### src/design/lqc_pkg.sv
// Shared constants, codes and controller command type for the linked queue with cursor.
package lqc_pkg;

  localparam int DEPTH_DEF      = 16;
  localparam int DATA_WIDTH_DEF = 32;

  localparam int KIND_W   = 3;
  localparam int STATUS_W = 2;

  localparam logic [KIND_W-1:0] K_PUSH   = 3'd0;
  localparam logic [KIND_W-1:0] K_POP    = 3'd1;
  localparam logic [KIND_W-1:0] K_FIRST  = 3'd2;
  localparam logic [KIND_W-1:0] K_LAST   = 3'd3;
  localparam logic [KIND_W-1:0] K_NEXT   = 3'd4;
  localparam logic [KIND_W-1:0] K_PREV   = 3'd5;
  localparam logic [KIND_W-1:0] K_REMOVE = 3'd6;

  localparam logic [STATUS_W-1:0] ST_OK    = 2'd0;
  localparam logic [STATUS_W-1:0] ST_FULL  = 2'd1;
  localparam logic [STATUS_W-1:0] ST_EMPTY = 2'd2;
  localparam logic [STATUS_W-1:0] ST_END   = 2'd3;

  typedef struct packed {
    logic take;
    logic ph1;
    logic ph2;
    logic ph3;
    logic emit;
  } lqc_cmd_t;

endpackage

### src/design/lqc_ram.sv
// Generic single-write, single-read RAM with registered read data.
module lqc_ram #(
  parameter int W = 8,
  parameter int D = 16
) (
  input  logic                 clk,
  input  logic                 we,
  input  logic [$clog2(D)-1:0] waddr,
  input  logic [W-1:0]         wdata,
  input  logic [$clog2(D)-1:0] raddr,
  output logic [W-1:0]         rdata
);

  logic [W-1:0] mem_r [D];
  logic [W-1:0] rdata_r;

  always_ff @(posedge clk) begin
    if (we) begin
      mem_r[waddr] <= wdata;
    end
    rdata_r <= mem_r[raddr];
  end

  assign rdata = rdata_r;

endmodule

### src/design/lqc_ctrl.sv
// Controller state machine: input/output handshake and phase sequencing.
module lqc_ctrl (
  input  logic             clk,
  input  logic             rst_n,
  input  logic             in_valid,
  output logic             in_stall,
  output logic             out_valid,
  input  logic             out_stall,
  output lqc_pkg::lqc_cmd_t cmd
);

  import lqc_pkg::*;

  localparam logic [2:0] S_IDLE = 3'd0;
  localparam logic [2:0] S_OP1  = 3'd1;
  localparam logic [2:0] S_OP2  = 3'd2;
  localparam logic [2:0] S_OP3  = 3'd3;
  localparam logic [2:0] S_DONE = 3'd4;

  logic [2:0] state_r, state_nxt;
  logic       out_valid_r, out_valid_nxt;

  always_comb begin
    state_nxt = state_r;
    cmd       = '0;
    unique case (state_r)
      S_IDLE: begin
        if (in_valid) begin
          cmd.take  = 1'b1;
          state_nxt = S_OP1;
        end
      end
      S_OP1: begin
        cmd.ph1   = 1'b1;
        state_nxt = S_OP2;
      end
      S_OP2: begin
        cmd.ph2   = 1'b1;
        state_nxt = S_OP3;
      end
      S_OP3: begin
        cmd.ph3   = 1'b1;
        state_nxt = S_DONE;
      end
      S_DONE: begin
        if (!out_valid_r || !out_stall) begin
          cmd.emit  = 1'b1;
          state_nxt = S_IDLE;
        end
      end
      default: state_nxt = S_IDLE;
    endcase
  end

  always_comb begin
    out_valid_nxt = out_valid_r;
    if (cmd.emit) begin
      out_valid_nxt = 1'b1;
    end else if (out_valid_r && !out_stall) begin
      out_valid_nxt = 1'b0;
    end
  end

  always_ff @(posedge clk) begin
    if (!rst_n) begin
      state_r     <= S_IDLE;
      out_valid_r <= 1'b0;
    end else begin
      state_r     <= state_nxt;
      out_valid_r <= out_valid_nxt;
    end
  end

  assign in_stall  = (state_r != S_IDLE);
  assign out_valid = out_valid_r;

endmodule

### src/design/lqc_dp.sv
// Datapath: node pool memories, list pointers, free list and result registers.
module lqc_dp #(
  parameter int DEPTH      = lqc_pkg::DEPTH_DEF,
  parameter int DATA_WIDTH = lqc_pkg::DATA_WIDTH_DEF
) (
  input  logic                          clk,
  input  logic                          rst_n,
  input  lqc_pkg::lqc_cmd_t             cmd,
  input  logic [lqc_pkg::KIND_W-1:0]    in_kind,
  input  logic [DATA_WIDTH-1:0]         in_value,
  output logic [lqc_pkg::STATUS_W-1:0]  out_status,
  output logic [DATA_WIDTH-1:0]         out_popped_value,
  output logic                          out_cursor_valid,
  output logic [DATA_WIDTH-1:0]         out_cursor_value
);

  import lqc_pkg::*;

  localparam int IW = $clog2(DEPTH + 1);
  localparam int AW = $clog2(DEPTH);
  localparam logic [IW-1:0] NIL = IW'(DEPTH);

  function automatic logic live(input logic [IW-1:0] i);
    return i < NIL;
  endfunction

  logic [KIND_W-1:0]     kind_r;
  logic [DATA_WIDTH-1:0] value_r;
  logic [IW-1:0]         node_r;

  logic [IW-1:0] head_r, head_nxt;
  logic [IW-1:0] tail_r, tail_nxt;
  logic [IW-1:0] cur_r, cur_nxt;
  logic [IW-1:0] free_r, free_nxt;
  logic [IW-1:0] hwm_r, hwm_nxt;
  logic          fwd_r, fwd_nxt;

  logic [STATUS_W-1:0]   status_r, status_nxt;
  logic [DATA_WIDTH-1:0] popped_r, popped_nxt;
  logic [DATA_WIDTH-1:0] cval_r, cval_nxt;

  logic [STATUS_W-1:0]   out_status_r;
  logic [DATA_WIDTH-1:0] out_popped_r;
  logic                  out_cvalid_r;
  logic [DATA_WIDTH-1:0] out_cvalue_r;

  logic                  nx_we, pv_we, dt_we;
  logic [IW-1:0]         nx_wa, nx_wd, pv_wa, pv_wd, dt_ra;
  logic [IW-1:0]         nx_rd, pv_rd;
  logic [DATA_WIDTH-1:0] dt_rd;
  logic [IW-1:0]         sel_idx;

  lqc_ram #(.W(IW), .D(DEPTH)) u_next_ram (
    .clk   (clk),
    .we    (nx_we),
    .waddr (nx_wa[AW-1:0]),
    .wdata (nx_wd),
    .raddr (node_r[AW-1:0]),
    .rdata (nx_rd)
  );

  lqc_ram #(.W(IW), .D(DEPTH)) u_prev_ram (
    .clk   (clk),
    .we    (pv_we),
    .waddr (pv_wa[AW-1:0]),
    .wdata (pv_wd),
    .raddr (node_r[AW-1:0]),
    .rdata (pv_rd)
  );

  lqc_ram #(.W(DATA_WIDTH), .D(DEPTH)) u_data_ram (
    .clk   (clk),
    .we    (dt_we),
    .waddr (node_r[AW-1:0]),
    .wdata (value_r),
    .raddr (dt_ra[AW-1:0]),
    .rdata (dt_rd)
  );

  always_comb begin
    head_nxt   = head_r;
    tail_nxt   = tail_r;
    cur_nxt    = cur_r;
    fwd_nxt    = fwd_r;
    free_nxt   = free_r;
    hwm_nxt    = hwm_r;
    status_nxt = status_r;
    popped_nxt = popped_r;
    cval_nxt   = cval_r;
    nx_we      = 1'b0;
    nx_wa      = node_r;
    nx_wd      = NIL;
    pv_we      = 1'b0;
    pv_wa      = node_r;
    pv_wd      = NIL;
    dt_we      = 1'b0;
    sel_idx    = fwd_r ? head_r : tail_r;

    if (cmd.take) begin
      status_nxt = ST_OK;
      popped_nxt = '0;
    end

    // phase 1: link reads are in flight; push links the new node to the tail
    if (cmd.ph1 && kind_r == K_PUSH && live(node_r)) begin
      dt_we = 1'b1;
      pv_we = 1'b1;
      pv_wd = tail_r;
      if (live(tail_r)) begin
        nx_we = 1'b1;
        nx_wa = tail_r;
        nx_wd = node_r;
      end
    end

    // phase 2: links of the node are available
    if (cmd.ph2) begin
      unique case (kind_r)
        K_PUSH: begin
          cur_nxt = NIL;
          if (!live(node_r)) begin
            status_nxt = ST_FULL;
          end else begin
            if (node_r == hwm_r) begin
              free_nxt = node_r + IW'(1);
              hwm_nxt  = hwm_r + IW'(1);
            end else begin
              free_nxt = nx_rd;
            end
            nx_we = 1'b1;
            nx_wa = node_r;
            nx_wd = NIL;
            if (!live(tail_r)) begin
              head_nxt = node_r;
            end
            tail_nxt = node_r;
          end
        end
        K_POP: begin
          cur_nxt = NIL;
          if (!live(node_r)) begin
            status_nxt = ST_EMPTY;
          end else begin
            head_nxt   = nx_rd;
            popped_nxt = dt_rd;
            if (live(nx_rd)) begin
              pv_we = 1'b1;
              pv_wa = nx_rd;
              pv_wd = NIL;
            end else begin
              tail_nxt = NIL;
            end
          end
        end
        K_FIRST, K_LAST: begin
          fwd_nxt = (kind_r == K_FIRST);
          sel_idx = (kind_r == K_FIRST) ? head_r : tail_r;
          if (live(sel_idx)) begin
            cur_nxt = sel_idx;
          end else begin
            cur_nxt    = NIL;
            status_nxt = ST_EMPTY;
          end
        end
        K_NEXT, K_PREV: begin
          fwd_nxt = (kind_r == K_NEXT);
          if (!live(cur_r)) begin
            status_nxt = ST_END;
          end else begin
            cur_nxt = (kind_r == K_NEXT) ? nx_rd : pv_rd;
          end
        end
        K_REMOVE: begin
          if (!live(node_r)) begin
            status_nxt = ST_EMPTY;
          end else begin
            if (live(pv_rd) && live(nx_rd)) begin
              nx_we = 1'b1;
              nx_wa = pv_rd;
              nx_wd = nx_rd;
              pv_we = 1'b1;
              pv_wa = nx_rd;
              pv_wd = pv_rd;
            end else if (node_r == head_r && node_r != tail_r) begin
              head_nxt = nx_rd;
              if (live(nx_rd)) begin
                pv_we = 1'b1;
                pv_wa = nx_rd;
                pv_wd = NIL;
              end
            end else if (node_r != head_r && node_r == tail_r) begin
              tail_nxt = pv_rd;
              if (live(pv_rd)) begin
                nx_we = 1'b1;
                nx_wa = pv_rd;
                nx_wd = NIL;
              end
            end else begin
              head_nxt = NIL;
              tail_nxt = NIL;
            end
            cur_nxt = fwd_r ? pv_rd : nx_rd;
          end
        end
        default: ;
      endcase
    end

    // phase 3: cursor data arrives; freed node goes to the front of the free list
    if (cmd.ph3) begin
      cval_nxt = dt_rd;
      if ((kind_r == K_POP || kind_r == K_REMOVE) && live(node_r)) begin
        nx_we    = 1'b1;
        nx_wa    = node_r;
        nx_wd    = free_r;
        free_nxt = node_r;
      end
    end
  end

  assign dt_ra = cmd.ph2 ? cur_nxt : node_r;

  always_ff @(posedge clk) begin
    if (!rst_n) begin
      head_r <= NIL;
      tail_r <= NIL;
      cur_r  <= NIL;
      fwd_r  <= 1'b1;
      free_r <= '0;
      hwm_r  <= '0;
    end else begin
      head_r <= head_nxt;
      tail_r <= tail_nxt;
      cur_r  <= cur_nxt;
      fwd_r  <= fwd_nxt;
      free_r <= free_nxt;
      hwm_r  <= hwm_nxt;
    end
  end

  always_ff @(posedge clk) begin
    if (cmd.take) begin
      kind_r  <= in_kind;
      value_r <= in_value;
      if (in_kind == K_PUSH) begin
        node_r <= free_r;
      end else if (in_kind == K_POP) begin
        node_r <= head_r;
      end else begin
        node_r <= cur_r;
      end
    end
    status_r <= status_nxt;
    popped_r <= popped_nxt;
    cval_r   <= cval_nxt;
    if (cmd.emit) begin
      out_status_r <= status_r;
      out_popped_r <= popped_r;
      out_cvalid_r <= live(cur_r);
      out_cvalue_r <= live(cur_r) ? cval_r : '0;
    end
  end

  assign out_status       = out_status_r;
  assign out_popped_value = out_popped_r;
  assign out_cursor_valid = out_cvalid_r;
  assign out_cursor_value = out_cvalue_r;

endmodule

### src/design/linked_queue_with_cursor.sv
// Top level of the linked queue with cursor.
// A FIFO held as a doubly linked list in a pool of DEPTH nodes, with a cursor
// that can be set to either end, stepped forward or back, and used to remove
// the entry under it. Each accepted item yields exactly one result item with
// a status, the popped data and the data under the cursor. An item goes
// through a link read, a link update, a data read of the new cursor entry
// and the load of its result into the output register, which waits while
// that register holds a stalled result; the pool memories have registered
// reads. The next item is accepted in the cycle after the result is loaded,
// even while that result still waits at the output, so no new item is taken
// before the last one's result is loaded. Untouched pool nodes are tracked by
// a fill count, so no clearing pass follows reset.
module linked_queue_with_cursor #(
  parameter int DEPTH      = lqc_pkg::DEPTH_DEF,
  parameter int DATA_WIDTH = lqc_pkg::DATA_WIDTH_DEF
) (
  input  logic                         clk,
  input  logic                         rst_n,
  input  logic                         in_valid,
  output logic                         in_stall,
  input  logic [lqc_pkg::KIND_W-1:0]   in_kind,
  input  logic [DATA_WIDTH-1:0]        in_value,
  output logic                         out_valid,
  input  logic                         out_stall,
  output logic [lqc_pkg::STATUS_W-1:0] out_status,
  output logic [DATA_WIDTH-1:0]        out_popped_value,
  output logic                         out_cursor_valid,
  output logic [DATA_WIDTH-1:0]        out_cursor_value
);

  import lqc_pkg::*;

  lqc_cmd_t cmd;

  lqc_ctrl u_ctrl (
    .clk       (clk),
    .rst_n     (rst_n),
    .in_valid  (in_valid),
    .in_stall  (in_stall),
    .out_valid (out_valid),
    .out_stall (out_stall),
    .cmd       (cmd)
  );

  lqc_dp #(
    .DEPTH      (DEPTH),
    .DATA_WIDTH (DATA_WIDTH)
  ) u_dp (
    .clk              (clk),
    .rst_n            (rst_n),
    .cmd              (cmd),
    .in_kind          (in_kind),
    .in_value         (in_value),
    .out_status       (out_status),
    .out_popped_value (out_popped_value),
    .out_cursor_valid (out_cursor_valid),
    .out_cursor_value (out_cursor_value)
  );

endmodule

### config.mk
export PLATFORM = sky130hd
export DESIGN_NAME = linked_queue_with_cursor
export DESIGN_NICKNAME = d
export VERILOG_FILES = /design/src/design/lqc_pkg.sv /design/src/design/lqc_ram.sv /design/src/design/lqc_ctrl.sv /design/src/design/lqc_dp.sv /design/src/design/linked_queue_with_cursor.sv
export SDC_FILE = /design/constraint.sdc
export NUM_CORES = 1
export LEC_CHECK = 0
export BUFFER_PORTS_ARGS = -buffer_cell sky130_fd_sc_hd__buf_2
export CORE_ASPECT_RATIO = 0.8
export CORE_MARGIN = 2
export CORE_UTILIZATION = 25
export DETAILED_ROUTE_END_ITERATION = 10
export HOLD_SLACK_MARGIN = 0.03
export PLACE_DENSITY = 0.47
export SLEW_MARGIN = 20
export SYNTH_ARGS = -nofsm -noshare
export SYNTH_HDL_FRONTEND = slang
export SYNTH_HIERARCHICAL = 1
export SYNTH_SLANG_ARGS = --single-unit
export TNS_END_PERCENT = 50
### constraint.sdc
create_clock -name clk -period 12.6 [get_ports clk]
set_clock_uncertainty 0.2 [all_clocks]
set_input_delay 2.52 -clock clk [delete_from_list [all_inputs] [get_ports clk]]
set_output_delay 2.52 -clock clk [all_outputs]
set_load 0.03 [all_outputs]
==> results.py, run 1 <==
metrics = {
    "route": {
        "via_per_inst": 4.56,
        "first_iter_violations": 1508,
        "drcViolationCount": 0,
        "routed_wl_um": 89600,
        "post_drt_wl_per_cell_um": 22.6,
        "firstDrtPassIters": 8,
        "vias": 18082,
        "ant_nets": 0,
    },
    "cts": {
        "clock-sinks": 917,
        "root_buffer": "clkbuf_16",
        "numCtsBuffers": 98,
        "cts_tree": "yes",
        "cts_max_path_buffers": 3,
        "ctsHoldBuffers": 0,
        "clk_pin_slew_ps": 60,
        "cts_resized": 0,
        "clock_latency_ps": 700,
        "cts_setup_buffers": 0,
        "cts.htree.levels": 3,
    },
    "timing": {
        "drv_slew": 0,
        "rsz0062_at_grt": "false",
        "finalHoldViolCount": 0,
        "finalCritPeriodShare_pct": 42.7,
        "setup-tns-final_ps": 0,
        "finalSetupViolations": 0,
        "timing.fmax_mhz": 186,
        "slew-limit-headroom_pct": 33.3,
        "min_period_ps": 5380,
        "tightest_slew_ps": 994,
    },
    "worst_setup_path": {
        "rrSetupSlack_ps": 7220,
        "critPathLaunch": "u_dp/kind_r[0]",
        "path_max_fanout": 41,
        "crit_path_end_kind": "flip-flop",
        "reg2regPathDepth": 10,
        "regToRegEndpoint": "u_dp/u_data_ram/rdata[6]",
        "regToRegStartpoint": "u_dp/kind_r[0]",
        "crit_end": "u_dp/u_data_ram/rdata[6]",
        "startpoint_type": "flip-flop",
        "cp.required_ps": 12990,
        "path_class": "flip-flop to flip-flop",
        "arrival_ps": 5770,
    },
    "pwr": {
        "peakVddDrop_v": 0.0000971,
        "power_density_mw_per_mm2": 166,
        "leakage_uw": 0.0130,
    },
    "outcome": {
        "status": "complete, no violations",
    },
    "logic_synthesis": {
        "syn-cell-area_sq_mm": 0.0349,
        "synth_most_common_cell": "edfxtp_1",
        "ys_ff_latch": 917,
        "yosysTopAreaCell": "edfxtp_1",
        "ys_top_cells_by_count": "811 x edfxtp_1, 168 x mux4_2, 143 x nand2_1",
        "async_flop_share_pct": 0,
        "synth_top_area_share_pct": 69.8,
        "synth_cell_types": 73,
        "syn_inst": 1876,
        "synth_area_leaders": "edfxtp_1 70%, mux4_2 11%, dfxtp_1 6.1%, a22oi_1 1.6%, nand2_1 1.5%",
        "synth_edf_count": 811,
        "synth_warnings": 6,
        "syn-mean-instance-area_sq_um": 18.6,
        "synth_seq_area_share_pct": 75.8,
        "synth_nets": 1918,
        "synth_flop_cell": "edfxtp_1",
    },
    "grt": {
        "antenna_found_initial": 5,
        "grt_max_degree": 68,
        "grt_overflow": 0,
        "grt_pass1_vias": 18494,
        "track_usage_pct": 12.4,
        "grt_pass1_wl_um": 130000,
    },
    "placement": {
        "hpwlAfterDp_um": 50200,
        "io_buffers": 107,
        "gp_congestion": 0.832,
        "dp.cells": 3785,
    },
    "worst_hold_path": {
        "hp-class": "flip-flop to flip-flop",
    },
    "floorplan": {
        "rows": 122,
        "fp.dieArea_sq_mm": 0.143,
        "start_util_pct": 25.2,
        "io_pins": 108,
        "die_y_um": 338,
        "core_sq_mm": 0.138,
        "die_w_um": 422,
    },
    "cells_and_area": {
        "nets": 2067,
        "multiInputGateArea_sq_mm": 0.00812,
        "nFillCells": 13555,
        "fin_cells": 3968,
        "layout-area-overhead-vs-synth_pct": 17.4,
        "drive_gt1_share_pct": 24.5,
        "register_area_sq_mm": 0.0265,
    },
    "flow_run": {
        "drv_cap": 0,
    },
}
## routing by layer
| metal | global-route usage (%) | part of all wire, % | vias to the layer above |
|---|---|---|---|
| met5 | 0 | 0.0089 | - |
| met4 | 3.71 | 2.6 | 2 |
| met3 | 2.34 | 5.0 | 162 |
| met2 | 20.2 | 48 | 498 |
| met1 | 16.6 | 44 | 9546 |
| li1 | - | - | 7874 |
## cell type report
class	instances	area share [%]
Antenna cell	1	0.00611
Clock buffer	138	6.70
Clock inverter	44	0.986
Inverter	12	0.110
Multi-Input combinational cell	849	19.8
Sequential cell	917	64.6
Tap cell	1860	5.68
Timing Repair Buffer	147	2.09
## logic make-up after synthesis
group | after synthesis | share of synthesized area [%]
simple gates | 413 | 5.62
xor+xnor | 21 | 0.527
flops | 917 | 75.8
compound gates | 217 | 4.78
buf+inv | 110 | 1.48
mux | 195 | 11.6
fa+ha+maj | 3 | 0.108
## cells in the final DEF, fill, tap and decap left out, types with 5 or more instances in the layout
cell type,count
edfxtp_1,811
mux4_2,168
nand2_1,143
buf_2,107
dfxtp_1,105
clkbuf_16,101
a22oi_1,75
nand3_1,68
nor2_1,65
nor2b_1,40
buf_4,39
clkbuf_1,29
o21ai_0,28
a21oi_1,21
mux2i_1,19
nor3_1,17
clkinv_1,16
xnor2_1,15
clkinv_2,14
nor2_4,14
inv_1,9
a22o_1,9
clkbuf_8,8
nand2b_1,8
mux2_2,8
nand3b_1,8
a221oi_1,8
a211o_1,7
xor2_1,6
a311oi_1,6
and3_1,5
nor2_2,5
or3b_2,5
o211ai_1,5
o311ai_0,5
o211a_1,5
## worst max-delay path, cell delays in order (launching register included)
cell and delay [ps]:
edfxtp_1 900, mux2i_1 400, and2_1 290, a221oi_1 110, a2bb2oi_1 230, a21oi_4 680, buf_4 770, buf_4 700
mux4_2 580, a22oi_1 230, nand2_1 80
## per-stage QoR
step | area [sq um] | utilization, % | worst slack (ps) | total power, uW | hold slack (ps)
after floorplan | 34900 | - | 7010 | 3880 | 202
after global placement | 37800 | 27.3 | 7290 | 4090 | 218
after detailed placement | 37800 | 27.3 | 7110 | 4100 | 216
after CTS | 41000 | 29.6 | 7100 | 6920 | 195
after global routing | 41000 | 29.6 | 6680 | 7070 | 200
final | 41000 | 29.6 | 7220 | 6820 | 194
## worst min-delay path by stage
stage                             start                         to  slack (ps)  cells past startpoint
6_report       u_dp/u_data_ram/rdata[4]             u_dp/cval_r[4]         190                      0
5_1_grt        u_dp/u_data_ram/rdata[4]             u_dp/cval_r[4]         200                      0
4_1_cts        u_dp/u_data_ram/rdata[4]             u_dp/cval_r[4]         190                      0
3_5_place_dp          u_dp/popped_r[18]  u_dp/out_popped_value[18]         220                      0
3_3_place_gp          u_dp/popped_r[23]  u_dp/out_popped_value[23]         220                      0
2_1_floorplan          u_dp/status_r[0]         u_dp/out_status[0]         200                      0
## power breakdown
group	leakage [uW]	internal (uW)	switching, uW
combinational	0.00334	215	286
clock	0.00153	1610	1190
sequential	0.00812	3390	124
total	0.0130	5220	1600
## flip-flops by register name, summed over array words and instances, names as in the netlist, 3 cells and up
| register | cells |
|---|---|
| u_dp/head_r | 5 |
| u_ctrl/state_r | 3 |
| u_dp/node_r | 5 |
| u_dp/cval_r | 32 |
| u_dp/u_next_ram/rdata | 5 |
| u_dp/value_r | 32 |
| u_dp/u_prev_ram/rdata | 5 |
| u_dp/u_data_ram/mem_r | 512 |
| u_dp/out_cursor_value | 32 |
| u_dp/cur_r | 5 |
| u_dp/kind_r | 3 |
| u_dp/popped_r | 32 |
| u_dp/tail_r | 5 |
| u_dp/u_prev_ram/mem_r | 80 |
| u_dp/hwm_r | 5 |
| u_dp/u_next_ram/mem_r | 80 |
| u_dp/u_data_ram/rdata | 32 |
| u_dp/out_popped_value | 32 |
| u_dp/free_r | 5 |
Power figures use the tool's default switching activity.
==> run 2: changes to the inputs <==
- clock period: 12.6 -> 5.2 ns (I/O delays scaled with it)
==> run 2 against run 1 <==
Compared with the run above:
- setup slack worse by 6400 ps
- combinational power rose to 2.6 times the previous value
- maximum frequency up 22%
- wire length down 2.8%
- sequential power up 140%
- die area unchanged
- sequential cell count unchanged
- core utilization up 0.24 points
- largest cell class unchanged
- final area up 0.80%
- worst hold slack better by 38 ps
==> results.py, run 2 (synthesis results as in run 1) <==
metrics = {
    "placement": {
        "io_buffers": 107,
        "hpwlAfterDp_um": 53500,
        "gp_congestion": 0.842,
        "dp.cells": 3802,
    },
    "cells_and_area": {
        "top_register": "u_dp/u_data_ram/mem_r",
        "drive_gt1_share_pct": 25.3,
        "layout-area-overhead-vs-synth_pct": 18.3,
        "nets": 2081,
        "layout_commonest_cell": "edfxtp_1",
        "fin_cells": 3978,
        "layout_common_cells": "811 x edfxtp_1, 168 x mux4_2, 143 x nand2_1",
        "largest_reg_flops": 512,
        "diodes": 0,
        "reg_top3": "u_dp/u_data_ram/mem_r: 512 flops, u_dp/u_next_ram/mem_r: 80 flops, u_dp/u_prev_ram/mem_r: 80 flops",
    },
    "worst_setup_path": {
        "reg2regPathDepth": 7,
        "startpoint_type": "flip-flop",
        "regToRegStartpoint": "u_dp/kind_r[0]",
        "arrival_ps": 4540,
        "slowest_delay_ps": 730,
        "path_class": "flip-flop to flip-flop",
        "crit_path_end_kind": "flip-flop",
        "path_max_fanout": 22,
        "rrSetupSlack_ps": 780,
        "regToRegEndpoint": "u_dp/u_next_ram/mem_r[0][2]",
        "cp.required_ps": 5310,
        "worst_path_max_delay_cell": "edfxtp_1",
        "crit_chain": "or4_4 > a2111oi_4 > o21ai_2 > a22o_1 > a211o_1 > or3b_2 > nor3_1",
    },
    "floorplan": {
        "start_util_pct": 25.2,
        "rows": 122,
        "die_w_um": 422,
        "die_y_um": 338,
        "core_sq_mm": 0.138,
        "io_pins": 108,
        "fp.dieArea_sq_mm": 0.143,
    },
    "timing": {
        "setup-tns-final_ps": 0,
        "timing.fmax_mhz": 226,
        "finalCritPeriodShare_pct": 85.0,
        "rsz0062_at_grt": "false",
        "min_period_ps": 4420,
        "finalSetupViolations": 0,
        "tightest_slew_ps": 1010,
        "slew-limit-headroom_pct": 32.6,
        "finalHoldViolCount": 0,
        "drv_slew": 0,
    },
    "worst_hold_path": {
        "whs_endpoint": "u_dp/out_popped_value[17]",
        "hp-class": "flip-flop to flip-flop",
        "min_delay_path_depth": 0,
        "worstHoldStart": "u_dp/popped_r[17]",
    },
    "cts": {
        "cts.htree.levels": 3,
        "cts_resized": 0,
        "numCtsBuffers": 95,
        "root_buffer": "clkbuf_16",
        "clock-sinks": 917,
        "cts_tree": "yes",
        "ctsHoldBuffers": 0,
        "cts_setup_buffers": 0,
        "clock_latency_ps": 700,
        "clk_pin_slew_ps": 60,
        "cts_max_path_buffers": 3,
    },
    "pwr": {
        "power_density_mw_per_mm2": 406,
        "switching_share_pct": 23.2,
        "sequentialPowerShare_pct": 50.7,
        "peakVddDrop_v": 0.000271,
        "p_int_uw": 12900,
        "power_frac_clock_pct": 41.6,
        "p_sw_uw": 3890,
        "leakage_uw": 0.0132,
        "pwr-share-comb_pct": 7.7,
    },
    "route": {
        "drcViolationCount": 0,
        "via_per_inst": 4.52,
        "vias": 17996,
        "first_iter_violations": 1565,
        "routed_wl_um": 87100,
        "firstDrtPassIters": 5,
        "post_drt_wl_per_cell_um": 21.9,
        "ant_nets": 0,
    },
    "flow_run": {
        "drv_cap": 0,
    },
    "outcome": {
        "status": "complete, no violations",
    },
    "grt": {
        "grt_overflow": 0,
        "grt_pass1_wl_um": 130000,
        "track_usage_pct": 12.2,
        "antenna_found_initial": 3,
        "grt_max_degree": 68,
        "grt_pass1_vias": 19034,
    },
}
## run 2: cell types whose count changed in the layout (fill, tap and decap cells not counted), moves of 5 or more
cell	change
clkbuf_1	-6
bufinv_16	+5
clkinv_1	-6
buf_4	+7
clkbuf_8	+8
clkinv_2	-5
buf_12	+10
## run 2: power by group through the flow
stage / Sequential [uW] / Clock [uW] / Combinational [uW]
floorplan: 8490 / 0 / 914
global placement: 8670 / 0 / 1320
detailed placement: 8680 / 0 / 1320
CTS: 8530 / 7210 / 1330
global route: 8540 / 7480 / 1400
finish: 8510 / 6990 / 1290
## run 2: metrics by stage
stage | setup slack (ps) | hold slack (ps) | total power (uW) | area (sq um) | util [%]
global route | 552 | 246 | 17400 | 41300 | 29.8
CTS | 859 | 231 | 17100 | 41300 | 29.8
floorplan | 417 | 202 | 9400 | 34900 | -
finish | 778 | 232 | 16800 | 41300 | 29.8
global placement | 952 | 214 | 9990 | 38000 | 27.5
detailed placement | 880 | 218 | 10000 | 38100 | 27.5
## run 2: worst max path at each step
stage / start / cells after the start / slack, ps / to
4_1_cts: u_dp/kind_r[0] / 7 / 860 / u_dp/u_next_ram/mem_r[0][0]
6_report: u_dp/kind_r[0] / 7 / 780 / u_dp/u_next_ram/mem_r[0][2]
3_5_place_dp: u_dp/kind_r[0] / 7 / 880 / u_dp/u_next_ram/mem_r[0][0]
2_1_floorplan: u_dp/node_r[4] / 4 / 420 / u_dp/u_data_ram/mem_r[0][0]
5_1_grt: u_dp/kind_r[0] / 7 / 550 / u_dp/u_next_ram/mem_r[0][0]
3_3_place_gp: u_dp/kind_r[0] / 9 / 950 / u_dp/u_data_ram/rdata[13]
## run 2: cell type report
cell class	count	area, sq um
fill	13550	97100
sequential	917	26500
multi-input combinational	849	8110
clock buffer	136	2730
tap	1860	2330
timing repair buffer	164	1100
clock inverter	40	519
inverter	12	45.0
## run 2: worst max-delay path, delay by kind of cell (launching register included)
kind | cells | cell delay, ps
AOI/OAI and AO/OA | 4 | 1200
DFF | 1 | 730
and+or+nand+nor | 3 | 1890
## run 2: per-layer routing
layer	part of all wire (%)	GRT usage (%)	up-vias
met5	0	0	-
met4	2.3	3.48	0
met3	4.2	2.02	144
met2	48	19.7	447
met1	46	16.8	9528
li1	-	-	7877
